<file path="src/hdl/utf8d_pkg.sv">
// ----------------------------------------------------------------------------
// utf8d_pkg: shared types and constants of the UTF-8 stream decoder
// Byte class codes, the classified byte record and field widths.
// ----------------------------------------------------------------------------
package utf8d_pkg;

  // Field widths
  localparam int BYTE_W = 8;
  localparam int CP_W   = 21;

  // Default depth of the queue between classifier and decoder
  localparam int QUEUE_DEPTH = 4;

  // Byte classes
  localparam logic [1:0] KIND_ASCII = 2'd0;
  localparam logic [1:0] KIND_LEAD  = 2'd1;
  localparam logic [1:0] KIND_CONT  = 2'd2;
  localparam logic [1:0] KIND_BAD   = 2'd3;

  // One classified byte: class, payload bits, continuation bytes to follow, end flag
  typedef struct packed {
    logic [1:0] kind;
    logic [6:0] bits;
    logic [1:0] len;
    logic       last;
  } byte_class_t;

endpackage

</file>
<file path="src/hdl/utf8d_byte_if.sv">
// ----------------------------------------------------------------------------
// utf8d_byte_if: raw byte channel
// Carries one stream byte and its end-of-buffer flag per transfer.
// ----------------------------------------------------------------------------
interface utf8d_byte_if;
  logic       valid;
  logic       ready;
  logic [7:0] data_byte;
  logic       end_of_buffer;

  modport source (output valid, output data_byte, output end_of_buffer, input ready);
  modport sink   (input valid, input data_byte, input end_of_buffer, output ready);
endinterface

</file>
<file path="src/hdl/utf8d_cp_if.sv">
// ----------------------------------------------------------------------------
// utf8d_cp_if: code point channel
// Carries one decoded code point or an error mark per transfer.
// ----------------------------------------------------------------------------
interface utf8d_cp_if;
  logic        valid;
  logic        ready;
  logic [20:0] code_point;
  logic        error;

  modport source (output valid, output code_point, output error, input ready);
  modport sink   (input valid, input code_point, input error, output ready);
endinterface

</file>
<file path="src/hdl/utf8_stream_decoder_core.sv">
// ----------------------------------------------------------------------------
// utf8_stream_decoder_core: UTF-8 byte stream to code point decoder
// Bytes come in on "bytes" (valid/ready, data_byte, end_of_buffer); decoded
// code points or error marks leave on "points" (valid/ready, code_point,
// error). A transfer happens at a rising edge with valid and ready high.
// One byte is taken per cycle while the FIFO has room. ASCII bytes and bytes
// that finish a sequence give one result; lead and inner continuation bytes
// give none unless the end flag cuts the sequence short. Illegal bytes give
// an error result with code_point zero, are dropped, and decoding restarts.
// A byte is written into the FIFO at its transfer edge; the decoder then
// pops it and loads its result into the output register. The classifier
// writes a small FIFO (DEPTH entries) read by the decoder, so either side
// can stall alone. When the receiver stalls the output register holds its
// result and the decoder stops popping; bytes are still taken until the
// FIFO fills.
// Synchronous reset empties the FIFO, clears the open sequence and drops
// any pending result.
// ----------------------------------------------------------------------------
module utf8_stream_decoder_core #(
  parameter int DEPTH = utf8d_pkg::QUEUE_DEPTH
) (
  input  logic        clk,
  input  logic        rst,
  utf8d_byte_if.sink  bytes,
  utf8d_cp_if.source  points
);
  import utf8d_pkg::*;

  logic        q_space;
  logic        q_push;
  logic        q_pop;
  logic        q_avail;
  byte_class_t q_in;
  byte_class_t q_head;

  // Classify incoming bytes
  utf8d_front u_front (
    .bytes   (bytes),
    .q_space (q_space),
    .q_push  (q_push),
    .q_item  (q_in)
  );

  // Decouple classifier and decoder
  utf8d_queue #(
    .DEPTH (DEPTH)
  ) u_queue (
    .clk       (clk),
    .rst       (rst),
    .push      (q_push),
    .push_item (q_in),
    .space     (q_space),
    .pop       (q_pop),
    .avail     (q_avail),
    .head      (q_head)
  );

  // Decode sequences and register results
  utf8d_back u_back (
    .clk    (clk),
    .rst    (rst),
    .avail  (q_avail),
    .head   (q_head),
    .pop    (q_pop),
    .points (points)
  );

endmodule

</file>
<file path="src/hdl/utf8d_front.sv">
// ----------------------------------------------------------------------------
// utf8d_front: byte classifier
// Accepts raw bytes and pushes their class and payload bits into the queue.
// ----------------------------------------------------------------------------
module utf8d_front (
  utf8d_byte_if.sink          bytes,
  input  logic                q_space,
  output logic                q_push,
  output utf8d_pkg::byte_class_t q_item
);
  import utf8d_pkg::*;

  // Take a byte whenever the queue has room
  assign bytes.ready = q_space;
  assign q_push      = bytes.valid && q_space;

  // Classify by the leading bits
  always_comb begin
    q_item.last = bytes.end_of_buffer;
    q_item.len  = 2'd0;
    q_item.bits = 7'd0;
    if (!bytes.data_byte[7]) begin
      q_item.kind = KIND_ASCII;
      q_item.bits = bytes.data_byte[6:0];
    end else if (bytes.data_byte[7:6] == 2'b10) begin
      q_item.kind = KIND_CONT;
      q_item.bits = {1'b0, bytes.data_byte[5:0]};
    end else if (bytes.data_byte[7:5] == 3'b110) begin
      q_item.kind = KIND_LEAD;
      q_item.len  = 2'd1;
      q_item.bits = {2'b0, bytes.data_byte[4:0]};
    end else if (bytes.data_byte[7:4] == 4'b1110) begin
      q_item.kind = KIND_LEAD;
      q_item.len  = 2'd2;
      q_item.bits = {3'b0, bytes.data_byte[3:0]};
    end else if (bytes.data_byte[7:3] == 5'b11110) begin
      q_item.kind = KIND_LEAD;
      q_item.len  = 2'd3;
      q_item.bits = {4'b0, bytes.data_byte[2:0]};
    end else begin
      q_item.kind = KIND_BAD;
    end
  end

endmodule

</file>
<file path="src/hdl/utf8d_queue.sv">
// ----------------------------------------------------------------------------
// utf8d_queue: classified byte queue
// Short FIFO that decouples the classifier from the decoder.
// ----------------------------------------------------------------------------
module utf8d_queue #(
  parameter int DEPTH = utf8d_pkg::QUEUE_DEPTH
) (
  input  logic                   clk,
  input  logic                   rst,
  input  logic                   push,
  input  utf8d_pkg::byte_class_t push_item,
  output logic                   space,
  input  logic                   pop,
  output logic                   avail,
  output utf8d_pkg::byte_class_t head
);
  import utf8d_pkg::*;

  localparam int PTR_W = (DEPTH > 1) ? $clog2(DEPTH) : 1;
  localparam int CNT_W = $clog2(DEPTH + 1);
  localparam logic [PTR_W-1:0] LAST_PTR = PTR_W'(DEPTH - 1);
  localparam logic [CNT_W-1:0] FULL_CNT = CNT_W'(DEPTH);

  byte_class_t      mem [DEPTH];
  logic [PTR_W-1:0] wr_ptr;
  logic [PTR_W-1:0] rd_ptr;
  logic [CNT_W-1:0] count;

  assign space = (count != FULL_CNT);
  assign avail = (count != '0);
  assign head  = mem[rd_ptr];

  // Store entry
  always_ff @(posedge clk) begin
    if (push) begin
      mem[wr_ptr] <= push_item;
    end
  end

  // Advance pointers and count
  always_ff @(posedge clk) begin
    if (rst) begin
      wr_ptr <= '0;
      rd_ptr <= '0;
      count  <= '0;
    end else begin
      if (push) begin
        wr_ptr <= (wr_ptr == LAST_PTR) ? '0 : wr_ptr + 1'b1;
      end
      if (pop) begin
        rd_ptr <= (rd_ptr == LAST_PTR) ? '0 : rd_ptr + 1'b1;
      end
      if (push && !pop) begin
        count <= count + 1'b1;
      end else if (!push && pop) begin
        count <= count - 1'b1;
      end
    end
  end

`ifndef SYNTHESIS
  a_no_overflow: assert property (@(posedge clk) disable iff (rst)
    !space |-> !push) else $error("queue pushed while full");
  a_no_underflow: assert property (@(posedge clk) disable iff (rst)
    !avail |-> !pop) else $error("queue popped while empty");
  a_count_bound: assert property (@(posedge clk) disable iff (rst)
    count <= FULL_CNT) else $error("queue count out of range");
`endif

endmodule

</file>
<file path="src/hdl/utf8d_back.sv">
// ----------------------------------------------------------------------------
// utf8d_back: sequence decoder
// Pops classified bytes, tracks the open sequence and registers results.
// ----------------------------------------------------------------------------
module utf8d_back (
  input  logic                   clk,
  input  logic                   rst,
  input  logic                   avail,
  input  utf8d_pkg::byte_class_t head,
  output logic                   pop,
  utf8d_cp_if.source             points
);
  import utf8d_pkg::*;

  logic [CP_W-1:0] partial;
  logic [CP_W-1:0] partial_next;
  logic [1:0]      pending;
  logic [1:0]      pending_next;
  logic            emit;
  logic [CP_W-1:0] emit_cp;
  logic            emit_err;
  logic            out_valid;
  logic [CP_W-1:0] out_cp;
  logic            out_err;
  logic [CP_W-1:0] shifted;
  logic [1:0]      remaining;

  // Pop when the output register is free or being drained
  assign pop = avail && (!out_valid || points.ready);

  assign shifted   = {partial[CP_W-7:0], head.bits[5:0]};
  assign remaining = pending - 2'd1;

  // Decode one byte against the open sequence
  always_comb begin
    partial_next = partial;
    pending_next = pending;
    emit         = 1'b0;
    emit_cp      = '0;
    emit_err     = 1'b0;
    if (pending == 2'd0) begin
      unique case (head.kind)
        KIND_ASCII: begin
          emit    = 1'b1;
          emit_cp = CP_W'(head.bits);
        end
        KIND_LEAD: begin
          if (head.last) begin
            emit     = 1'b1;
            emit_err = 1'b1;
          end else begin
            partial_next = CP_W'(head.bits);
            pending_next = head.len;
          end
        end
        default: begin
          emit     = 1'b1;
          emit_err = 1'b1;
        end
      endcase
    end else if (head.kind != KIND_CONT) begin
      emit         = 1'b1;
      emit_err     = 1'b1;
      partial_next = '0;
      pending_next = 2'd0;
    end else if (remaining == 2'd0) begin
      emit         = 1'b1;
      emit_cp      = shifted;
      partial_next = '0;
      pending_next = 2'd0;
    end else if (head.last) begin
      emit         = 1'b1;
      emit_err     = 1'b1;
      partial_next = '0;
      pending_next = 2'd0;
    end else begin
      partial_next = shifted;
      pending_next = remaining;
    end
  end

  // Hold sequence state
  always_ff @(posedge clk) begin
    if (rst) begin
      partial <= '0;
      pending <= 2'd0;
    end else if (pop) begin
      partial <= partial_next;
      pending <= pending_next;
    end
  end

  // Output register: load on a result, drop after transfer
  always_ff @(posedge clk) begin
    if (rst) begin
      out_valid <= 1'b0;
    end else if (pop && emit) begin
      out_valid <= 1'b1;
    end else if (points.ready) begin
      out_valid <= 1'b0;
    end
  end

  always_ff @(posedge clk) begin
    if (pop && emit) begin
      out_cp  <= emit_cp;
      out_err <= emit_err;
    end
  end

  assign points.valid      = out_valid;
  assign points.code_point = out_cp;
  assign points.error      = out_err;

`ifndef SYNTHESIS
  a_err_zero: assert property (@(posedge clk) disable iff (rst)
    out_valid && out_err |-> out_cp == '0) else $error("error result with nonzero value");
  a_idle_clear: assert property (@(posedge clk) disable iff (rst)
    pending == 2'd0 |-> partial == '0) else $error("stale partial value while idle");
  a_reset_idle: assert property (@(posedge clk)
    rst |=> pending == 2'd0 && !out_valid) else $error("decoder not idle after reset");
  a_no_pop_stalled: assert property (@(posedge clk) disable iff (rst)
    out_valid && !points.ready |-> !pop) else $error("pop while result stalled");
`endif

endmodule

</file>
<file path="src/flat_wrapper.sv">
// flat-port wrapper written by rule: the top's interface ports become plain ports
module utf8_stream_decoder_core_flat import utf8d_pkg::*;
#(
  parameter int DEPTH = utf8d_pkg::QUEUE_DEPTH
)
  (clk, rst, bytes_valid, bytes_data_byte, bytes_end_of_buffer, bytes_ready, points_valid, points_code_point, points_error, points_ready);
  utf8d_byte_if bytes_i ();
  utf8d_cp_if points_i ();
  input  logic clk;
  input  logic rst;
  input wire logic [$bits(bytes_i.valid)-1:0] bytes_valid;
  input wire logic [$bits(bytes_i.data_byte)-1:0] bytes_data_byte;
  input wire logic [$bits(bytes_i.end_of_buffer)-1:0] bytes_end_of_buffer;
  output wire logic [$bits(bytes_i.ready)-1:0] bytes_ready;
  output wire logic [$bits(points_i.valid)-1:0] points_valid;
  output wire logic [$bits(points_i.code_point)-1:0] points_code_point;
  output wire logic [$bits(points_i.error)-1:0] points_error;
  input wire logic [$bits(points_i.ready)-1:0] points_ready;
  assign bytes_i.valid = bytes_valid;
  assign bytes_i.data_byte = bytes_data_byte;
  assign bytes_i.end_of_buffer = bytes_end_of_buffer;
  assign bytes_ready = bytes_i.ready;
  assign points_valid = points_i.valid;
  assign points_code_point = points_i.code_point;
  assign points_error = points_i.error;
  assign points_i.ready = points_ready;
  utf8_stream_decoder_core #(.DEPTH(DEPTH)) u_core (.clk(clk), .rst(rst), .bytes(bytes_i), .points(points_i));
endmodule
</file>
<file path="config.mk">
export PLATFORM = sky130hd
export DESIGN_NAME = utf8_stream_decoder_core_flat
export DESIGN_NICKNAME = d
export VERILOG_FILES = /design/src/hdl/utf8d_pkg.sv /design/src/hdl/utf8d_byte_if.sv /design/src/hdl/utf8d_cp_if.sv /design/src/hdl/utf8_stream_decoder_core.sv /design/src/hdl/utf8d_front.sv /design/src/hdl/utf8d_queue.sv /design/src/hdl/utf8d_back.sv /design/src/flat_wrapper.sv
export SDC_FILE = /design/constraint.sdc
export NUM_CORES = 1
export LEC_CHECK = 0
export BUFFER_PORTS_ARGS = -buffer_cell sky130_fd_sc_hd__clkbuf_2
export CORE_MARGIN = 3
export CORE_UTILIZATION = 30
export DETAILED_ROUTE_END_ITERATION = 6
export PLACE_DENSITY = 0.53
export SYNTH_ARGS = -nofsm -noshare
export SYNTH_HDL_FRONTEND = slang
export SYNTH_SLANG_ARGS = --single-unit
export TNS_END_PERCENT = 1
</file>
<file path="constraint.sdc">
create_clock -name clk -period 2.84 [get_ports clk]
set_input_delay 0.142 -clock clk [delete_from_list [all_inputs] [get_ports clk]]
set_output_delay 0.142 -clock clk [all_outputs]
set_load 0.02 [all_outputs]
</file>
Word level (Yosys, flattened, before mapping)

Memory sizes are Yosys's and may differ from the RTL's. A register that Yosys moved wholly into a read port is not among the register bits.
Cells that the tools add are included.

Add/subtract/negate cells: 5
Equal/unequal tests: 11
Mux-type cells: 43
Reduce and logical (&&, ||, !) cells: 16

Operators by type and width:

| cell                | count |
|---|---|
| $mux 15             | 6 |
| $mux 21             | 3 |
| $mux 2              | 13 |
| $mux 11             | 2 |
| $mux 9              | 2 |
| $mux 1              | 12 |
| $mux 7              | 1 |
| $eq 2x2->1 const B  | 3 |
| $logic_not 2->1     | 3 |
| $mux 3              | 2 |
| $eq 5x5->1 const B  | 1 |
| $logic_and 1x1->1   | 5 |
| $mux 5              | 1 |
| $add 2x1->2 const B | 2 |
| $eq 4x4->1 const B  | 1 |
| $ne 2x2->1 const B  | 2 |
| $reduce_bool 2->1   | 2 |
| $add 3x1->3 const B | 1 |
| $eq 3x3->1 const B  | 1 |
| $logic_not 1->1     | 3 |
| $ne 3x3->1 const B  | 1 |
| $reduce_and 3->1    | 1 |
| $reduce_bool 3->1   | 1 |
| $sub 3x1->3 const B | 1 |
| other kinds (5)     | 5 |

Register bits: 47
Memory bits (writable): 48
Input bits: 13
Output and inout port bits: 24
Logic and storage cells: 84
Memories kept: 1

Memories:

| memory             | depth | bits a word | rd ports | clocked after Yosys merged registers in | wr ports | RTL line          | text |
|---|---|---|---|---|---|---|---|
| u_core.u_queue.mem | 4     | 12          | 1        | 1                                       | 1        | utf8d_queue.sv:24 | `byte_class_t mem [DEPTH];` |

Logic depth before layout (Yosys ltp)

Depth after elaboration: 7
Depth in mapped cells: 10
Gate-level depth less buffers: 9

By module

From an unflattened synthesis, not the netlist that was laid out.

Cell total of the unflattened synthesis: 275
Area, all modules: 4041.4 um^2

By module, submodules not included:

| module      | times used | cells each | area each (um^2) | seq. area each (um^2) |
|---|---|---|---|---|
| utf8d_queue | 1          | 107        | 2177.1           | 1621.6 |
| utf8d_back  | 1          | 149        | 1737.9           | 1021.0 |
| utf8d_front | 1          | 19         | 126.4            | 0.0 |

Worst setup path after synthesis

OpenSTA, ideal clock, no wires.

Path kind: reg-to-reg
Start point: register with a tool-made name
End point: register u_core.u_back.out_cp[0] (netlist: u_core.u_back.points.code_point[0]) (enable)
Library setup time: 0.380 ns
Data arrival time: 2.243 ns
Required time: 2.460 ns
Path slack: 0.217 ns
Cell stages (with the launch flop): 7
Buffers on the path: 2
Clock period less this slack: 2.623 ns
Cells stage by stage: dfxtp_1 > buf_6 > mux4_2 > nor2b_1 > buf_6 > a22oi_2 > o21a_1

RTL lines:

| element              | RTL line          | text |
|---|---|---|
| to (signal assigned) | utf8d_back.sv:106 | `out_cp <= emit_cp;` |
| to (decl)            | utf8d_back.sv:23  | `logic [CP_W-1:0] out_cp;` |

==> out/summary.md <==
The number of nets with antenna violations after routing was 0; the latest clock arrival within the worst-skew pair was 0.35 ns. The logs give 64.31% for the sequential cell area fraction in the yosys report and 2411 for the count of vias placed by the detailed router. After clock tree synthesis, the flow added hold-fix buffers numbering 0. Yosys mapped a number of flops with a built-in enable equal to 70. The number of register bits inferred by synthesis is 97. After synthesis, the largest family of logic cells by area is simple AND/OR/NAND/NOR gates. Number of violations reported at the end of detailed-routing iteration 0: 117.

Sequential cells account for 41.4% of the total power. The tools report the count of pins on the block boundary as 37. The count of port buffers added during placement is 36, and the post-synthesis cell count is 287.

Share of power burned in combinational logic: 34.6%. The total area inside the core boundary comes to 13300 um^2. In the final timing run, aggregate negative setup slack is 0 ns. In this run the static leakage power is 1.791 nW. The number of setup buffers added after CTS is 0. Clock root buffer: clkbuf_16. The worst setup path is launched from a flop. Measured against the total synthesized area, the mux share comes to 7.613%. The congestion estimate from routability-driven global placement came to 0.7716. In the synthesized netlist the async set-or-reset flop fraction comes to 0%. The worst-case hold path end point is u_core.u_queue.mem[0][0].

The number of max-slew violations in the final report came out at 0. The worst pin sits at a relative slew slack of 54.10%. Net switching is 34.85% of the power. Summed over all layers, the routed wires come to 7816 um. After filler insertion, the fill cell instance count of the layout stands at 1274. The clock passes through at most 2 buffers. After Yosys synthesis, XOR and XNOR cells account for 0.4263% of the synthesized area.

The clock period could shrink to 2.354 ns. Aggregate global-route resource usage: 11.24%. The logs give 42 for the row count and 1.731 mW for the switching power of the nets. For the number of CTS-inserted buffers, the log shows 9.

The number of antenna violations at the first check in global routing was 0. The average instance in the mapped netlist occupies 14.32 um^2. The clock network fraction of design power was 24.0%.

Setup repair after global routing left no endpoint under its margin. The number of antenna diodes in the final layout is 0. For the maximum clock rate, the log shows 424.8 MHz. The area fraction in compound gates after synthesis came out at 9.166%. The tools report the number of nets at the end of the flow as 354.

The biggest area consumer among synthesized cells was edfxtp_1. The floorplan step set the die width to 123.0 um. Counting every net in the synthesized netlist gives 310. The number of placed instances, taps included is 496, and the estimated wirelength of the detail-placed design is 5572 um. TritonCTS built the clock tree. Data on the critical path arrives at its endpoint at 2.45 ns. Entering global routing, the biggest net connects 19 pins.

The share of post-route cells with drive strength above 1 was 23.21%; the setup slack of the worst register-to-register path was 0.49 ns. In this run the critical register-to-register path is captured at u_core.u_back.points.code_point[13]. The logs give 0 for the number of endpoints failing setup at the final stage and 0 for the number of cells upsized or downsized after cts. The area fraction in and, or, nand and nor cells after synthesis is 11.72%. The worst min-delay path class is input port to flop. The endpoint required time on the critical path was 2.94 ns. The worst-case hold slack is 0.01483 ns. The tools report the worst setup skew after layout as 0.01066 ns. The synthesized design devotes to its leading area cell type 51.16% of total area.

The H-tree depth reported by CTS is 3, and the overall overflow remaining after global route is 0. For this design the ratio of total power to cell area is 1033 nW/um^2. Across the VDD grid, the largest voltage drop is 0.5394 mV. The layout overhead on the synthesized area was 17.02%. Power comes to 4.967 mW.

The transition time at the pin with the least slew margin was 0.6885 ns. The category of the worst setup path capture point was a flop. The flow ran to the end, and the final reports show no timing, DRC or antenna violations.

The die covers 15140 um^2. The logs give 0 for the final-report hold violation count and 512 for the number of non-filler instances in the completed layout. In the finished design, the share of the clock period the worst path needs comes to 82.89%.

For this run, the leading register cell type out of synthesis is edfxtp_1. Critical-path maximum fanout: 17. Clock tree synthesis found a total of 97 sinks. The sequential cells in the finished layout cover a total of 2643 um^2.

In the routed design, unresolved DRC markers number 0. In this run the vertical extent of the chip is 123.0 um. The clock transition time at the flip-flop clock pins of the worst setup and hold paths was 0.07 ns. Across the run, the number of max-cap violations was 0. The via count of the first global-routing pass was 2392. For this configuration, the core starts out at a cell density of 30.91%. After Yosys synthesis, full adders, half adders and majority gates account for 3.228% of the synthesized area. By startpoint and endpoint, the worst setup path is classified as flop to flop. The worst reg2reg path depth is 5, and the synthesized cell area is 4109 um^2. Cell internal power was estimated by the tool at 3.236 mW.

Yosys printed 0 warnings. After detailed routing, the number of vias per cell comes to 4.709. Yosys mapped the design onto 49 distinct sky130hd cell types. In the post-synthesis netlist, the biggest area contributors are edfxtp_1 (51%), dfxtp_1 (13%), mux4_1 (3.8%). The tools report the total iterations of the first detailed-routing run as 4.

The first-pass GRT wire length is 12700 um, and the post-detailed-route wirelength per cell is 15.27 um. The worst hold path depth was 1; the area occupied by multi-input gates was 1321 um^2. The startpoint identified for the worst hold timing path is bytes_end_of_buffer.
flip-flops by register name (all words and copies together), names as in the netlist, named ones only:
register,count
u_core.u_back.points.error,1
u_core.u_back.pending,2
u_core.u_back.points.valid,1
u_core.u_back.partial,15
u_core.u_queue.count,3
u_core.u_queue.rd_ptr,2
u_core.u_queue.wr_ptr,2
u_core.u_queue.mem,48
u_core.u_back.points.code_point,21
synthesized netlist by cell type (3+ instances only):
library cell	n
edfxtp_1	70
nor2_1	7
nand2_1	24
o21ai_0	4
or3_1	4
and2_1	8
and3_1	18
inv_1	20
a211oi_1	5
dfxtp_1	27
clkbuf_1	6
nor2b_1	7
buf_6	3
o32ai_1	6
mux4_2	6
o31ai_1	6
a211o_1	4
ha_1	9
a21oi_1	9
mux4_1	6
layer usage:
metal / track usage, % / routed length [um] / vias to the layer above
met2: 17.90 / 3789 / 51
met3: 4.941 / 434 / 11
met4: 2.907 / 95 / 0
li1: - / - / 1178
met1: 14.05 / 3496 / 1171
met5: 0 / 0 / -
kinds of logic (layout without fill, tap and decap cells):
family                   after synthesis  in the layout
flip-flops                            97             97
AND/OR/NAND/NOR                       82             82
AO/OA/AOI/OAI                         50             50
multiplexers                          14             14
buffers and inverters                 32             81
XOR/XNOR                               2              2
adder cells (fa/ha/maj)               10             10
placed cells by master (no fill, tap or decap), types with 4 or more instances in the layout:
cell and n:
or3_1 4, o32ai_1 6, o21ai_0 4, nand2_1 24
dfxtp_1 27, a21oi_1 9, clkbuf_16 10, a211oi_1 5
mux4_1 6, nor2b_1 7, o31ai_1 6, mux4_2 6
edfxtp_1 70, clkbuf_2 36, inv_1 20, nor2_1 7
a211o_1 4, and2_1 8, and3_1 18, ha_1 9
buf_4 9
critical path, stage by stage (launching register included):
cell	delay, ns
dfxtp_1	0.54
mux4_2	0.68
nor2b_4	0.34
a22oi_2	0.10
o21a_1	0.22
buf_4	0.20
worst max-delay path by stage:
stage	startpoint	to
after floorplan	flop	u_core.u_back.points.code_point[0]
after global placement	flop	u_core.u_back.points.code_point[11]
after detailed placement	flop	u_core.u_back.pending[0]
after CTS	flop	u_core.u_back.points.code_point[13]
after global routing	u_core.u_back.points.valid	u_core.u_queue.count[2]
final	flop	u_core.u_back.points.code_point[13]
stage by stage:
stage | util, % | worst slack (ns) | cell area [um^2]
floorplan | - | 0.2169 | 4109
global placement | 33.90 | 0.5356 | 4507
detailed placement | 33.90 | 0.4908 | 4507
CTS | 36.17 | 0.4678 | 4808
global route | 36.17 | 0.3270 | 4808
finish | 36.17 | 0.4859 | 4808
final cells by class:
class | count | area share (%)
Clock buffer | 12 | 5.569
Sequential cell | 97 | 54.96
Timing Repair Buffer | 45 | 5.152
Tap cell | 176 | 4.580
Multi-Input combinational cell | 158 | 27.48
Inverter | 20 | 1.561
Clock inverter | 4 | 0.7026
power groups by stage:
stage | sequential (mW) | combinational [mW] | clock [mW]
after floorplan | 2.26 | 1.03 | 0
after CTS | 2.07 | 1.73 | 1.24
final | 2.06 | 1.72 | 1.19
after global placement | 2.09 | 1.71 | 0
after global routing | 2.09 | 1.88 | 1.30
after detailed placement | 2.10 | 1.73 | 0
No activity file was read; power rests on OpenSTA's default activity.
